===== src/hdl/symcrc_pkg.sv =====
// shared types, constants and crc helpers for the symbol crc32c engine
`default_nettype none

package symcrc_pkg;

  localparam logic [31:0] CRC_POLY     = 32'h82F6_3B78;
  localparam logic [31:0] CRC_ONES     = 32'hFFFF_FFFF;
  localparam int unsigned HDR_BYTES    = 14;
  localparam int unsigned HDR_BITS     = HDR_BYTES * 8;
  localparam logic [15:0] MAX_LEN_RST  = 16'd1024;

  localparam int unsigned IN_DATA_W    = 152;
  localparam int unsigned IN_USER_W    = 2;
  localparam int unsigned OUT_DATA_W   = 40;

  localparam int unsigned FIFO_DEPTH   = 4;
  localparam int unsigned FIFO_AW      = $clog2(FIFO_DEPTH);

  // input item kinds carried on in_tuser
  typedef enum logic [1:0] {
    OP_HDR     = 2'd0,
    OP_PAYLOAD = 2'd1,
    OP_RAW     = 2'd2,
    OP_NONE    = 2'd3
  } opcode_t;

  // work orders for the back end
  typedef enum logic [2:0] {
    CMD_HDR_OPEN  = 3'd0,
    CMD_HDR_DONE  = 3'd1,
    CMD_SYM_BYTE  = 3'd2,
    CMD_RAW_START = 3'd3,
    CMD_RAW_BYTE  = 3'd4
  } cmd_t;

  typedef enum logic [2:0] {
    RUN_IDLE = 3'b001,
    RUN_SYM  = 3'b010,
    RUN_RAW  = 3'b100
  } run_t;

  typedef struct packed {
    cmd_t        cmd;
    logic        emit;
    logic [31:0] crc;
    logic [31:0] exp_crc;
    logic [7:0]  data;
  } entry_t;

  // n reflected shift steps with zero data, for elaboration-time constants
  function automatic logic [31:0] crc_steps(input logic [31:0] c, input int n);
    logic [31:0] r;
    r = c;
    for (int k = 0; k < n; k++) begin
      r = r[0] ? ((r >> 1) ^ CRC_POLY) : (r >> 1);
    end
    return r;
  endfunction

  // absorb one byte, lsb first
  function automatic logic [31:0] crc_byte(input logic [31:0] c, input logic [7:0] d);
    logic [31:0] r;
    r = c ^ {24'd0, d};
    for (int k = 0; k < 8; k++) begin
      r = r[0] ? ((r >> 1) ^ CRC_POLY) : (r >> 1);
    end
    return r;
  endfunction

endpackage

`default_nettype wire


===== src/hdl/symcrc_front.sv =====
// front end: accepts items, tracks the open run and computes header crcs
`default_nettype none

module symcrc_front (
  input  wire logic                                clk,
  input  wire logic                                rst_n,
  input  wire logic                                cfg_wr_en,
  input  wire logic [15:0]                         cfg_wr_data,
  input  wire logic                                in_tvalid,
  output logic                                     in_tready,
  input  wire logic [symcrc_pkg::IN_DATA_W-1:0]    in_tdata,
  input  wire logic [symcrc_pkg::IN_USER_W-1:0]    in_tuser,
  input  wire logic                                in_tlast,
  input  wire logic                                q_full,
  output logic                                     q_push,
  output symcrc_pkg::entry_t                       q_entry
);

  logic [31:0]  pkt_id;
  logic [31:0]  fec_id;
  logic [15:0]  sym_idx;
  logic [15:0]  sym_cnt;
  logic [15:0]  pay_len;
  logic [31:0]  stored_crc;
  logic [7:0]   data_byte;

  assign pkt_id     = in_tdata[31:0];
  assign fec_id     = in_tdata[63:32];
  assign sym_idx    = in_tdata[79:64];
  assign sym_cnt    = in_tdata[95:80];
  assign pay_len    = in_tdata[111:96];
  assign stored_crc = in_tdata[143:112];
  assign data_byte  = in_tdata[151:144];

  logic [symcrc_pkg::HDR_BITS-1:0] hdr_be;
  assign hdr_be = {pkt_id, fec_id, sym_idx, sym_cnt, pay_len};

  // crc is linear: seed term plus one constant column per header bit
  localparam logic [31:0] SEED_TERM =
    symcrc_pkg::crc_steps(symcrc_pkg::CRC_ONES, symcrc_pkg::HDR_BITS);

  logic [31:0] term [symcrc_pkg::HDR_BITS];

  for (genvar b = 0; b < symcrc_pkg::HDR_BYTES; b++) begin : g_byte
    for (genvar j = 0; j < 8; j++) begin : g_bit
      localparam logic [31:0] COL =
        symcrc_pkg::crc_steps(32'(1) << j, 8 * (symcrc_pkg::HDR_BYTES - b));
      assign term[8*b+j] = hdr_be[symcrc_pkg::HDR_BITS - 8 - 8*b + j] ? COL : '0;
    end
  end

  logic [31:0] hdr_crc;
  always_comb begin
    hdr_crc = SEED_TERM;
    for (int i = 0; i < symcrc_pkg::HDR_BITS; i++) begin
      hdr_crc = hdr_crc ^ term[i];
    end
  end

  symcrc_pkg::run_t run_r, run_nxt;
  logic [15:0]      rem_r, rem_nxt;
  logic [15:0]      max_len_r;
  logic             accept;
  logic             in_range;

  assign in_tready = !q_full;
  assign accept    = in_tvalid && in_tready;
  assign in_range  = (pay_len != 16'd0) && (pay_len <= max_len_r);

  always_comb begin
    run_nxt         = run_r;
    rem_nxt         = rem_r;
    q_push          = 1'b0;
    q_entry.cmd     = symcrc_pkg::CMD_HDR_DONE;
    q_entry.emit    = 1'b0;
    q_entry.crc     = hdr_crc;
    q_entry.exp_crc = stored_crc;
    q_entry.data    = data_byte;
    if (accept) begin
      unique case (symcrc_pkg::opcode_t'(in_tuser))
        symcrc_pkg::OP_HDR: begin
          q_push       = 1'b1;
          q_entry.cmd  = in_range ? symcrc_pkg::CMD_HDR_OPEN : symcrc_pkg::CMD_HDR_DONE;
          q_entry.emit = !in_range;
          run_nxt      = in_range ? symcrc_pkg::RUN_SYM : symcrc_pkg::RUN_IDLE;
          rem_nxt      = in_range ? pay_len : 16'd0;
        end
        symcrc_pkg::OP_PAYLOAD: begin
          // payload with no open symbol is dropped here
          if (run_r == symcrc_pkg::RUN_SYM) begin
            q_push       = 1'b1;
            q_entry.cmd  = symcrc_pkg::CMD_SYM_BYTE;
            q_entry.emit = (rem_r == 16'd1);
            rem_nxt      = rem_r - 16'd1;
            if (rem_r == 16'd1) begin
              run_nxt = symcrc_pkg::RUN_IDLE;
            end
          end
        end
        symcrc_pkg::OP_RAW: begin
          q_push       = 1'b1;
          q_entry.cmd  = (run_r == symcrc_pkg::RUN_RAW) ? symcrc_pkg::CMD_RAW_BYTE
                                                        : symcrc_pkg::CMD_RAW_START;
          q_entry.emit = in_tlast;
          run_nxt      = in_tlast ? symcrc_pkg::RUN_IDLE : symcrc_pkg::RUN_RAW;
          rem_nxt      = 16'd0;
        end
        default: begin
        end
      endcase
    end
  end

  always_ff @(posedge clk) begin
    if (!rst_n) begin
      run_r     <= symcrc_pkg::RUN_IDLE;
      rem_r     <= '0;
      max_len_r <= symcrc_pkg::MAX_LEN_RST;
    end else begin
      run_r <= run_nxt;
      rem_r <= rem_nxt;
      if (cfg_wr_en) begin
        max_len_r <= cfg_wr_data;
      end
    end
  end

endmodule

`default_nettype wire


===== src/hdl/symcrc_fifo.sv =====
// short command queue between front and back end
`default_nettype none

module symcrc_fifo (
  input  wire logic                clk,
  input  wire logic                rst_n,
  input  wire logic                push,
  input  wire symcrc_pkg::entry_t  wr_entry,
  input  wire logic                pop,
  output symcrc_pkg::entry_t       rd_entry,
  output logic                     full,
  output logic                     empty
);

  symcrc_pkg::entry_t              mem_r [symcrc_pkg::FIFO_DEPTH];
  logic [symcrc_pkg::FIFO_AW-1:0]  wr_ptr_r;
  logic [symcrc_pkg::FIFO_AW-1:0]  rd_ptr_r;
  logic [symcrc_pkg::FIFO_AW:0]    count_r;
  logic                            do_push;
  logic                            do_pop;

  assign full     = (count_r == (symcrc_pkg::FIFO_AW+1)'(symcrc_pkg::FIFO_DEPTH));
  assign empty    = (count_r == '0);
  assign do_push  = push && !full;
  assign do_pop   = pop && !empty;
  assign rd_entry = mem_r[rd_ptr_r];

  always_ff @(posedge clk) begin
    if (do_push) begin
      mem_r[wr_ptr_r] <= wr_entry;
    end
  end

  always_ff @(posedge clk) begin
    if (!rst_n) begin
      wr_ptr_r <= '0;
      rd_ptr_r <= '0;
      count_r  <= '0;
    end else begin
      if (do_push) begin
        wr_ptr_r <= wr_ptr_r + 1'b1;
      end
      if (do_pop) begin
        rd_ptr_r <= rd_ptr_r + 1'b1;
      end
      if (do_push && !do_pop) begin
        count_r <= count_r + 1'b1;
      end else if (do_pop && !do_push) begin
        count_r <= count_r - 1'b1;
      end
    end
  end

endmodule

`default_nettype wire


===== src/hdl/symcrc_back.sv =====
// back end: byte crc accumulator and result output register
`default_nettype none

module symcrc_back (
  input  wire logic                                clk,
  input  wire logic                                rst_n,
  input  wire symcrc_pkg::entry_t                  q_entry,
  input  wire logic                                q_empty,
  output logic                                     q_pop,
  output logic                                     out_tvalid,
  input  wire logic                                out_tready,
  output logic [symcrc_pkg::OUT_DATA_W-1:0]        out_tdata,
  output logic                                     out_tuser
);

  logic [31:0] acc_r, acc_nxt;
  logic [31:0] exp_r, exp_nxt;
  logic        valid_r;
  logic [31:0] res_crc_r, res_crc_nxt;
  logic        res_match_r, res_match_nxt;
  logic        res_kind_r, res_kind_nxt;
  logic [31:0] base;
  logic [31:0] absorbed;
  logic        out_free;

  assign out_free = !valid_r || out_tready;
  assign q_pop    = !q_empty && (!q_entry.emit || out_free);

  assign base     = (q_entry.cmd == symcrc_pkg::CMD_RAW_START) ? symcrc_pkg::CRC_ONES : acc_r;
  assign absorbed = symcrc_pkg::crc_byte(base, q_entry.data);

  always_comb begin
    acc_nxt       = acc_r;
    exp_nxt       = exp_r;
    res_crc_nxt   = absorbed ^ symcrc_pkg::CRC_ONES;
    res_match_nxt = 1'b0;
    res_kind_nxt  = 1'b0;
    unique case (q_entry.cmd)
      symcrc_pkg::CMD_HDR_OPEN: begin
        acc_nxt = q_entry.crc;
        exp_nxt = q_entry.exp_crc;
      end
      symcrc_pkg::CMD_HDR_DONE: begin
        acc_nxt       = symcrc_pkg::CRC_ONES;
        exp_nxt       = q_entry.exp_crc;
        res_crc_nxt   = q_entry.crc ^ symcrc_pkg::CRC_ONES;
        res_match_nxt = ((q_entry.crc ^ symcrc_pkg::CRC_ONES) == q_entry.exp_crc);
        res_kind_nxt  = 1'b1;
      end
      symcrc_pkg::CMD_SYM_BYTE: begin
        acc_nxt       = q_entry.emit ? symcrc_pkg::CRC_ONES : absorbed;
        res_match_nxt = ((absorbed ^ symcrc_pkg::CRC_ONES) == exp_r);
        res_kind_nxt  = 1'b1;
      end
      symcrc_pkg::CMD_RAW_START, symcrc_pkg::CMD_RAW_BYTE: begin
        acc_nxt = q_entry.emit ? symcrc_pkg::CRC_ONES : absorbed;
      end
      default: begin
      end
    endcase
  end

  always_ff @(posedge clk) begin
    if (!rst_n) begin
      acc_r   <= symcrc_pkg::CRC_ONES;
      exp_r   <= '0;
      valid_r <= 1'b0;
    end else begin
      if (q_pop) begin
        acc_r <= acc_nxt;
        exp_r <= exp_nxt;
      end
      if (q_pop && q_entry.emit) begin
        valid_r <= 1'b1;
      end else if (out_tready) begin
        valid_r <= 1'b0;
      end
    end
  end

  always_ff @(posedge clk) begin
    if (q_pop && q_entry.emit) begin
      res_crc_r   <= res_crc_nxt;
      res_match_r <= res_match_nxt;
      res_kind_r  <= res_kind_nxt;
    end
  end

  assign out_tvalid = valid_r;
  assign out_tdata  = {7'd0, res_match_r, res_crc_r};
  assign out_tuser  = res_kind_r;

endmodule

`default_nettype wire


===== src/hdl/symbol_crc32c_engine.sv =====
// top level of the symbol crc32c engine
//
//   channel  direction  transaction
//   in_      slave      header, payload byte or raw byte (tuser = opcode)
//   out_     master     finished crc with match flag (tuser = result kind)
//   cfg_     write      max_payload_len, one register
//
// one item per cycle sustained while the queue has room; the header crc is a
// combinational xor tree in the front end and each byte takes one pass through
// the back end byte unit. the closing item's result goes through the queue and
// then the out_ output register, which it enters once that register is free.
// synchronous active-low reset, no clearing pass; the block accepts at once.
// in_tready falls only when the four-entry queue fills behind a stalled output.
`default_nettype none

module symbol_crc32c_engine (
  input  wire logic                                clk,
  input  wire logic                                rst_n,
  input  wire logic                                cfg_wr_en,
  input  wire logic [15:0]                         cfg_wr_data,
  input  wire logic                                in_tvalid,
  output logic                                     in_tready,
  // packet id, fec id, symbol number, symbol count, payload length, stored crc,
  // data byte
  input  wire logic [symcrc_pkg::IN_DATA_W-1:0]    in_tdata,
  // opcode
  input  wire logic [symcrc_pkg::IN_USER_W-1:0]    in_tuser,
  input  wire logic                                in_tlast,
  output logic                                     out_tvalid,
  input  wire logic                                out_tready,
  // crc_value, crc_match, zero fill
  output logic [symcrc_pkg::OUT_DATA_W-1:0]        out_tdata,
  // result_kind
  output logic                                     out_tuser
);

  symcrc_pkg::entry_t     push_entry;
  symcrc_pkg::entry_t     head_entry;
  logic                   q_full;
  logic                   q_empty;
  logic                   q_push;
  logic                   q_pop;

  symcrc_front u_front (
    .clk         (clk),
    .rst_n       (rst_n),
    .cfg_wr_en   (cfg_wr_en),
    .cfg_wr_data (cfg_wr_data),
    .in_tvalid   (in_tvalid),
    .in_tready   (in_tready),
    .in_tdata    (in_tdata),
    .in_tuser    (in_tuser),
    .in_tlast    (in_tlast),
    .q_full      (q_full),
    .q_push      (q_push),
    .q_entry     (push_entry)
  );

  symcrc_fifo u_fifo (
    .clk      (clk),
    .rst_n    (rst_n),
    .push     (q_push),
    .wr_entry (push_entry),
    .pop      (q_pop),
    .rd_entry (head_entry),
    .full     (q_full),
    .empty    (q_empty)
  );

  symcrc_back u_back (
    .clk        (clk),
    .rst_n      (rst_n),
    .q_entry    (head_entry),
    .q_empty    (q_empty),
    .q_pop      (q_pop),
    .out_tvalid (out_tvalid),
    .out_tready (out_tready),
    .out_tdata  (out_tdata),
    .out_tuser  (out_tuser)
  );

`ifndef SYNTHESIS
  a_no_overflow: assert property (@(posedge clk) disable iff (!rst_n)
    q_push |-> !q_full)
    else $error("queue written while full");

  a_no_underflow: assert property (@(posedge clk) disable iff (!rst_n)
    q_pop |-> !q_empty)
    else $error("queue read while empty");

  a_raw_no_match: assert property (@(posedge clk) disable iff (!rst_n)
    (out_tvalid && !out_tuser) |-> !out_tdata[32])
    else $error("raw result flagged as match");

  a_result_held: assert property (@(posedge clk) disable iff (!rst_n)
    (out_tvalid && !out_tready) |-> !(q_pop && head_entry.emit))
    else $error("result popped onto a stalled output");
`endif

endmodule

`default_nettype wire

===== config.mk =====
export PLATFORM = sky130hd
export DESIGN_NAME = symbol_crc32c_engine
export DESIGN_NICKNAME = d
export VERILOG_FILES = /design/src/hdl/symcrc_pkg.sv /design/src/hdl/symcrc_front.sv /design/src/hdl/symcrc_fifo.sv /design/src/hdl/symcrc_back.sv /design/src/hdl/symbol_crc32c_engine.sv
export SDC_FILE = /design/constraint.sdc
export NUM_CORES = 1
export LEC_CHECK = 0
export BUFFER_PORTS_ARGS = -buffer_cell sky130_fd_sc_hd__buf_2
export CAP_MARGIN = 20
export CORE_ASPECT_RATIO = 2
export CORE_MARGIN = 2
export CORE_UTILIZATION = 34
export CTS_CLUSTER_DIAMETER = 40
export DETAILED_ROUTE_END_ITERATION = 10
export GPL_TIMING_DRIVEN = 1
export PLACE_DENSITY = 0.5
export SYNTH_ARGS = -nofsm -noshare
export SYNTH_HDL_FRONTEND = slang
export SYNTH_SLANG_ARGS = --single-unit

===== constraint.sdc =====
create_clock -name clk -period 4.4 [get_ports clk]
set_clock_uncertainty 0.1 [all_clocks]
set_input_delay 0.22 -clock clk [delete_from_list [all_inputs] [get_ports clk]]
set_output_delay 0.22 -clock clk [all_outputs]
set_load 0.05 [all_outputs]

---- Word-level counts from Yosys, hierarchy flattened ----
Memory sizes are Yosys's and may differ from the RTL's. A register that Yosys moved wholly into a read port is not among the register bits.
Index checks and enable logic that the tools add are counted.
word-level totals
  bits in registers ....................... 141
  RAM bits ................................ 304
  input bits .............................. 176
  output and inout bits ................... 43
  word-level logic and storage cells ...... 339
  memories kept ........................... 1
memories
  name          depth  bits a word  rd ports  clocked after Yosys merged registers in  wr ports  line               RTL
  u_fifo.mem_r  4      76           1         1                                        1         symcrc_fifo.sv:15  symcrc_pkg::entry_t mem_r [symcrc_pkg::FIFO_DEPTH];
cells by class
  add/sub/neg operators ................... 5
  $lt $le $gt $ge ......................... 1
  equality and inequality tests ........... 14
  mux-type cells .......................... 150
  bitwise gates (word level) .............. 123
  reduce and logical (&&, ||, !) cells .... 33
operators with widths
  cell                   number
  $xor 32x32->32         111
  $mux 32                67
  $mux 31                28
  $mux 30                15
  $mux 29                8
  $not 16->17            8
  $pmux 32 s3            1
  $mux 28                3
  $eq 32x32->1           2
  $not 32->32            2
  $pmux 16 s3            1
  $mux 16                2
  $xor 32x8->32          1
  $mux 27                1
  $mux 26                1
  $mux 3                 7
  $eq 16x1->1 const B    1
  $le 16x16->1           1
  $reduce_bool 16->1     1
  $sub 16x1->16 const B  1
  $not 12->12            1
  $pmux 4 s3             1
  $eq 3x2->1 const B     3
  $eq 3x3->1 const B     3
  24 further kinds       56

---- Logic depth before layout (Yosys ltp) ----
Gate-level depths: netlist of run 1.
  word-level depth ........................ 113
  gate-level depth with buffers ........... 14
  depth with buffers taken out ............ 12

---- Modules after synthesis ----
From an unflattened synthesis of run 1, not the netlist that was laid out.
unflattened totals
  cells, all modules ...................... 2,393
  area total of the unflattened synthesis .. 28,626.2 sq um
by module, submodules not included
  module        times used  cells each  area each (sq um)  seq. area each (sq um)
  symcrc_fifo   1           445         11,482.3           9,308.9
  symcrc_front  1           1,231       10,611.4           700.7
  symcrc_back   1           717         6,532.5            2,322.2

---- Worst setup path before layout of run 1 ----
No wires, ideal clock.
  path kind ............................... register to register
  start point ............................. register u_fifo.count_r[0] (netlist bit)
  end point ............................... memory u_fifo.mem_r[0][0] (netlist bit), enable pin
  setup time .............................. 0.443 ns
  arrival time ............................ 3.304 ns
  data required time ...................... 3.857 ns
  path slack .............................. 0.554 ns
  stages on the path, launching flop included .. 6
  path buffers ............................ 0
  period minus slack after synthesis ...... 3.846 ns
  path through ............................ dfxtp_1 nor2_1 nand2_1 nand3b_1 a21oi_1 and2_1
on the way
  cells in the longest elaborated chain, start to end .. 7
ends and longest elaborated chain
  what                            line                        RTL
  from (decl)                     symcrc_fifo.sv:18           logic [symcrc_pkg::FIFO_AW:0] count_r;
  from (signal assigned)          symcrc_fifo.sv:47           count_r <= count_r + 1'b1;
  from (signal assigned)          symcrc_fifo.sv:49           count_r <= count_r - 1'b1;
  $eq 3x3->1 *                    symcrc_fifo.sv:22           assign full = (count_r == (symcrc_pkg::FIFO_AW+1)'(symcrc_pkg::FIFO_DEPTH));
  $logic_not 1->1 *               symcrc_front.sv:66          assign in_tready = !q_full;
  net in_tready                   symbol_crc32c_engine.sv:22  output logic in_tready,
  $logic_and 1x1->1               symcrc_front.sv:67          assign accept = in_tvalid && in_tready;
  $mux 1                          symcrc_front.sv:79          if (accept) begin
  $logic_and 1x1->1 *             symcrc_fifo.sv:24           assign do_push = push && !full;
  net u_fifo.do_push              symcrc_fifo.sv:19           logic do_push;
  $mux 1 *                        symcrc_fifo.sv:29           if (do_push) begin
  $mux 1 (not written as such) *  symcrc_fifo.sv:30           mem_r[wr_ptr_r] <= wr_entry;
  to (decl)                       symcrc_fifo.sv:15
Mark *: on every way through the listed nets, which the timed path passes. The rest lies on a longest branch.

==> results of run 1 <==
[area by class of cell]
| type | count | area [um^2] |
|---|---|---|
| multi-input cells | 1653 | 14230 |
| repair buffers | 387 | 2618 |
| fillers | 7697 | 47030 |
| clock inverters | 34 | 425.4 |
| diodes | 2 | 5.005 |
| flip-flops and latches | 447 | 12340 |
| inverters | 36 | 135.1 |
| clock buffers | 54 | 1202 |
| well taps | 1036 | 1296 |
[through the flow]
stage                     instances  cell area, um^2
final                          3649            32260
after global routing           3648            32250
after CTS                      3645            32240
after detailed placement       3487            29910
after global placement         3487            29910
after floorplan                2286            27290
[logic make-up after synthesis]
family                   share of synthesized area
multiplexers                               0.07597
XOR/XNOR                                    0.3204
AND/OR/NAND/NOR                            0.05459
flip-flops                                  0.4522
other                                    0.0001375
adder cells (fa/ha/maj)                    0.01312
AO/OA/AOI/OAI                              0.05611
buffers and inverters                      0.02753
[flip-flops by register name, indices dropped and copies added, names as in the netlist, 3 cells and up, named ones only]
signal,cells
u_fifo.mem_r,304
u_back.acc_r,32
u_back.exp_r,32
u_back.res_crc_r,32
u_front.max_len_r,16
u_front.rem_r,16
u_fifo.count_r,3
u_front.run_r,3
[synth_stat cells (6+ instances only)]
| cell type | instances | area, um^2 |
|---|---|---|
| nand2_1 | 145 | 544.3 |
| xor2_1 | 189 | 1655 |
| dfxtp_1 | 109 | 2182 |
| xnor2_1 | 765 | 6700 |
| ha_1 | 27 | 337.8 |
| a21boi_0 | 36 | 270.3 |
| a21oi_1 | 23 | 115.1 |
| buf_4 | 9 | 67.56 |
| mux2i_1 | 36 | 360.4 |
| o21ai_0 | 41 | 205.2 |
| mux4_2 | 76 | 1712 |
| or2_1 | 8 | 50.05 |
| o211ai_1 | 33 | 247.7 |
| nor2b_1 | 25 | 156.4 |
| clkbuf_1 | 126 | 473.0 |
| o22ai_1 | 28 | 175.2 |
| nor2_1 | 63 | 236.5 |
| edfxtp_1 | 338 | 10150 |
| a31oi_1 | 15 | 93.84 |
| and2_1 | 12 | 75.07 |
| o21a_1 | 9 | 67.56 |
| nand4_1 | 12 | 75.07 |
| nor4_1 | 18 | 112.6 |
| nor3_1 | 12 | 60.06 |
| buf_1 | 10 | 37.54 |
| xnor3_1 | 7 | 157.7 |
| nand3_1 | 10 | 50.05 |
| inv_1 | 35 | 131.4 |
| o221ai_4 | 6 | 157.7 |
[layout by cell type, fill, tap and decap left out, types with 6 or more instances in the layout]
cell	netlist	routed
o21a_1	9	9
xor2_1	189	189
edfxtp_1	338	338
and2_1	12	7
nor3_1	12	11
xnor3_1	7	7
a31oi_1	15	15
nor4_1	18	18
o221ai_4	6	6
buf_4	9	102
conb_1	1	7
nand4_1	12	12
xnor2_1	765	765
nor2_1	63	63
a21oi_1	23	22
clkbuf_1	126	7
buf_2	3	210
clkinv_4	0	6
nand2_1	145	144
inv_1	35	35
dfxtp_1	109	107
mux2i_1	36	36
o22ai_1	28	28
nor2b_1	25	25
o211ai_1	33	33
o21ai_0	41	41
nand3_1	10	10
clkinv_2	0	6
ha_1	27	27
mux4_2	76	76
dlygate4sd3_1	0	70
or2_1	8	8
clkbuf_16	0	47
a21boi_0	36	36
[power by group through the flow]
stage	Combinational, mW	Sequential [mW]	Clock [mW]
6_report	18.5	6.95	4.11
5_1_grt	19.6	7.01	4.37
4_1_cts	18.6	6.96	4.23
3_5_place_dp	18.5	7.04	0
3_3_place_gp	18.4	7.03	0
2_1_floorplan	11.2	7.46	0
[per-layer routing]
layer  global-route usage  vias to the layer above  share of wire
li1                     -                     8373              -
met1               0.2344                     8839           0.30
met2               0.5156                      593           0.55
met3              0.02743                      297          0.030
met4               0.2647                        2           0.12
met5                    0                        -       0.000091
[worst max path at each step]
stage,startpoint,endpoint,slack [ps],cells after the start
after floorplan,u_fifo.count_r[0],u_fifo.mem_r[0][0],550,5
after global placement,register,u_back.res_match_r,230,12
after detailed placement,register,u_back.res_match_r,240,12
after CTS,register,u_back.res_match_r,160,12
after global routing,register,u_back.res_match_r,50,11
final,register,u_back.res_match_r,230,12
[worst max-delay path, cell delays in order, from the launching register on]
cell,delay [ps]
dfxtp_4,400
buf_12,220
mux4_2,600
buf_4,190
nand2_1,110
o221ai_4,150
xnor2_1,630
xnor2_1,220
xnor2_2,440
xor2_1,270
xor2_1,200
nand4_1,140
o31ai_2,280
==> summary.txt, run 1 <==
Status - complete, no violations
Final WS setup - 232.6 ps
Critical path arrival - 4480 ps
Maximum VDD drop - 0.4524 mV
Synth cell types - 62
Post-synthesis sequential area ratio - 0.4522
Initial antenna violation count - 3
#FFs+latches synth - 447
Post-synthesis cell area - 27,270 um^2
Drt pass-1 iters - 5
Vias in the first global route - 19,420
Layout area overhead - 18.27%
Critical path class - register to register
NetSw - 13.51 mW
Hold-fix buffers at CTS - 70
PwrDens - 916.3 nW/um^2
Chip width - 204.3 um
GRT Util Overall - 0.2689
Overall power - 29.56 mW
Worst EP required - 4710 ps
DRT antenna net count - 0
Yosys Warn Count - 0
Type of origin of the critical path - register
Comb power frac - 0.626
Min-delay worst type - primary input to register
CTS clk-pin slew, worst paths - 60 ps
Leakage - 10.99 nW
Final max-slew violation count - 0
Top FF cell, synth - edfxtp_1
RD Place Congestion - 1.018
Flop pwr share - 0.235
IO Count - 219
Hold endpoint - u_front.max_len_r[10]
Share of layout cells above drive strength 1 - 0.1946
Worst r2r path cells - 12
Tcrit/Tclk final - 0.9471
Clock Path Buffers - 3
Routed len/inst - 30.26 um
F_max - 240.0 MHz
# clock sinks - 447
Initial DRC count - 840
Grt total ovfl - 0
CTS Buf Count - 47
Die Y-Extent - 404.5 um
Drt via density - 4.961
Slew HR - 0.2185
Crit Path Max Fanout - 23
First-pass GRT wire length - 151,400 um
Largest net degree at the start of global routing - 66
Mean post-synth cell area - 11.96 um^2
Worst skew pair latency - 610 ps
Row cnt - 146
CTS tree - built
Number of port buffers - 211
Hold Slack - 54.44 ps
Htree depth - 2
Cells after synthesis - 2,280
Hold Crit Start - cfg_wr_en
Setup TNS - 0 ps
WHS Path Cells - 3
CTS root buf - clkbuf_16
Crit path time final - 4167 ps
# setup viols final - 0
DRC - 0
Dpl ws - 235.9 ps
Worst-margin pin slew - 1164 ps
Total vias in the final route - 18,100
Die area - 82,630 um^2
RSZ-0062 raised after global routing - no
DP HPWL - 90,820 um
Setup slack, reg-to-reg - 230 ps
Int Power - 16.05 mW
Initial Utilization - 0.3440
Nets - 2,776
Max-cap violations - 0
Sw frac - 0.4570
Asr flop ratio synth - 0
Clk pwr share - 0.139
Number of synthesized flops with an enable pin - 338
CTS resizes - 0
Worst setup EP type - register
Reg2reg end - u_back.res_match_r
Setup bufs post-CTS - 0
Hold Vio Cnt, Final - 0
Routed wire length - 110,400 um
Final core utilization - 0.4069
Core Box Area - 79,280 um^2
Note: power is estimated with default switching activity, not from simulation.
==> run 2: changes to the inputs <==
- CELL_PAD_IN_SITES_DETAIL_PLACEMENT: unset -> 1
- CELL_PAD_IN_SITES_GLOBAL_PLACEMENT: unset -> 1
- PLACE_DENSITY: 0.5 -> 0.59
==> summary.txt, run 2 (synthesis gave the netlist of run 1 again) <==
Status - complete, no violations (unchanged)
Initial antenna violation count - 4 (was 3)
IO Count - 219 (unchanged)
Vias in the first global route - 20,250 (was 19,420)
Hold Crit Start - in_tdata[102] (was cfg_wr_en)
Crit Path Max Fanout - 9 (was 23)
Hold Slack - 40.40 ps (was 54.44 ps)
Htree depth - 2 (unchanged)
Placed Area - 29,870 um^2 (was 29,910 um^2)
F_max - 237.7 MHz (was 240.0 MHz)
DP HPWL - 91,380 um (was 90,820 um)
Nets - 2,766 (was 2,776)
Grt total ovfl - 0 (unchanged)
Setup slack, reg-to-reg - 190 ps (was 230 ps)
Row cnt - 146 (unchanged)
Share of layout cells above drive strength 1 - 0.1946 (about the same)
CTS tree - built (unchanged)
Largest stage delay on the critical path - 600 ps (was 630 ps)
# setup viols final - 0 (unchanged)
Worst-margin pin slew - 1249 ps (was 1164 ps)
Routed len/inst - 30.82 um (was 30.26 um)
Worst r2r path cells - 12 (unchanged)
Critical-path top delay cell - mux4_2 (was xnor2_1)
Die area - 82,630 um^2 (unchanged)
Worst skew pair latency - 620 ps (was 610 ps)
Hold Vio Cnt, Final - 0 (unchanged)
Largest net degree at the start of global routing - 67 (was 66)
Commonest non-fill, non-tap cell in the layout - xnor2_1 (unchanged)
CTS Buf Count - 46 (was 47)
CP Cell Sequence - mux4_2 > and3b_2 > buf_4 > o221ai_4 > xor2_4 > buf_4 > xor2_1 > xnor2_1 > xor2_1 > nor4_1 > nand4_1 > o31ai_2 (was buf_12 > mux4_2 > buf_4 > nand2_1 > o221ai_4 > xnor2_1 > xnor2_1 > xnor2_2 > xor2_1 > xor2_1 > nand4_1 > o31ai_2)
GRT Util Overall - 0.2738 (was 0.2689)
Worst setup EP type - register (unchanged)
Setup bufs post-CTS - 0 (unchanged)
Reg2reg end - u_back.res_match_r (unchanged)
Routed wire length - 112,100 um (was 110,400 um)
Worst EP required - 4710 ps (about the same)
Buf/Inv on CP - 2 (unchanged)
WHS Path Cells - 3 (unchanged)
Commonest cells after routing, fill and taps aside - xnor2_1, edfxtp_1, buf_2 (unchanged)
Comb power frac - 0.625 (was 0.626)
Sw frac - 0.4582 (was 0.4570)
First-pass GRT wire length - 155,000 um (was 151,400 um)
CTS clk-pin slew, worst paths - 60 ps (about the same)
Leakage - 10.94 nW (was 10.99 nW)
Multi-input logic area - 14,240 um^2 (was 14,230 um^2)
Fin area - 32,140 um^2 (was 32,260 um^2)
Max-cap violations - 0 (unchanged)
Clk pwr share - 0.137 (was 0.139)
Die Y-Extent - 404.5 um (unchanged)
Critical path arrival - 4520 ps (was 4480 ps)
NetSw - 13.47 mW (was 13.51 mW)
Final max-slew violation count - 0 (unchanged)
Layout area overhead - 17.85% (was 18.27%)
RD Place Congestion - 1.035 (was 1.018)
CTS root buf - clkbuf_16 (unchanged)
Clock Path Buffers - 3 (unchanged)
Chip width - 204.3 um (unchanged)
Filler Cells Inserted - 8,501 (was 7,697)
Maximum VDD drop - 0.4090 mV (was 0.4524 mV)
Drt via density - 5.031 (was 4.961)
Crit path time final - 4206 ps (was 4167 ps)
Core Box Area - 79,280 um^2 (unchanged)
Int Power - 15.93 mW (was 16.05 mW)
Min-delay worst type - primary input to register (unchanged)
Slew HR - 0.1613 (was 0.2185)
Hold endpoint - u_front.rem_r[6] (was u_front.max_len_r[10])
Largest register FFs - 304 (unchanged)
DRT antenna net count - 0 (unchanged)
Initial DRC count - 896 (was 840)
# clock sinks - 447 (unchanged)
DRC - 0 (unchanged)
Drt pass-1 iters - 5 (unchanged)
Critical path class - register to register (unchanged)
RSZ-0062 raised after global routing - no (unchanged)
Total vias in the final route - 18,300 (was 18,100)
Number of port buffers - 211 (unchanged)
Initial Utilization - 0.3440 (unchanged)
FF+latch area - 12,340 um^2 (unchanged)
Reg with most FFs - u_fifo.mem_r (unchanged)
Type of origin of the critical path - register (unchanged)
Tcrit/Tclk final - 0.9560 (was 0.9471)
PwrDens - 915.0 nW/um^2 (was 916.3 nW/um^2)
Flop pwr share - 0.237 (was 0.235)
Top delay family on crit path - simple AND/OR/NAND/NOR gates (was XOR/XNOR gates)
==> run 2: worst max-delay path by stage <==
stage	start	cells past startpoint	slack [ps]	endpoint
global route	register	13	0.9	u_back.res_match_r
floorplan	u_fifo.count_r[0]	5	550	u_fifo.mem_r[0][0]
global placement	register	11	-20	u_back.res_match_r
CTS	register	12	50	u_back.res_match_r
detailed placement	register	11	-50	u_back.res_match_r
finish	register	12	190	u_back.res_match_r
==> run 2: area by class of cell <==
| type | instances | area share |
|---|---|---|
| flip-flops and latches | 447 | 0.3839 |
| clock buffers | 50 | 0.03726 |
| inverters | 36 | 0.004204 |
| diodes | 1 | 0.00007786 |
| multi-input cells | 1653 | 0.4432 |
| clock inverters | 36 | 0.01226 |
| well taps | 1036 | 0.04033 |
| repair buffers | 378 | 0.07872 |
==> run 2: per-layer routing <==
metal / vias up / part of all wire / GRT usage
met5: - / 0.00020 / 0
met4: 4 / 0.12 / 0.2759
met3: 314 / 0.028 / 0.02904
met2: 517 / 0.54 / 0.5166
met1: 9111 / 0.31 / 0.2425
li1: 8350 / - / -
==> run 2: worst register-to-register path, cell delays in order, from the launching register on <==
cell and delay [ps]:
dfxtp_4 410, mux4_2 600, and3b_2 370, buf_4 220
o221ai_4 410, xor2_4 300, buf_4 230, xor2_1 100
xnor2_1 340, xor2_1 120, nor4_1 350, nand4_1 190
o31ai_2 260
==> run 2: repair_timing <==
action | in CTS | in global routing
setup endpoints to repair | 1 | 1
endpoints found under the hold margin | 187 | 0
pin swaps | 0 | 1
resized for setup | 1 | 1
hold buffers | 67 | 0
==> run 2: power by group through the flow <==
stage	sequential, mW	combinational (mW)	clock, mW
4_1_cts	6.99	18.4	4.14
6_report	6.98	18.4	4.03
5_1_grt	7.03	19.5	4.26
3_5_place_dp	7.08	18.3	0
3_3_place_gp	7.04	18.1	0
2_1_floorplan	7.46	11.2	0
==> run 2: metrics by stage <==
step / utilization / cells / TNS (ps) / total power [mW] / setup WS, ps
global route: 0.4054 / 3636 / 0 / 30.78 / 0.9068
CTS: 0.4053 / 3636 / 0 / 29.56 / 50.98
detailed placement: 0.3767 / 3483 / -52.85 / 25.39 / -52.85
global placement: 0.3766 / 3482 / -22.03 / 25.12 / -22.03
finish: 0.4054 / 3637 / 0 / 29.41 / 193.5
floorplan: - / 2286 / 0 / 18.68 / 553.8
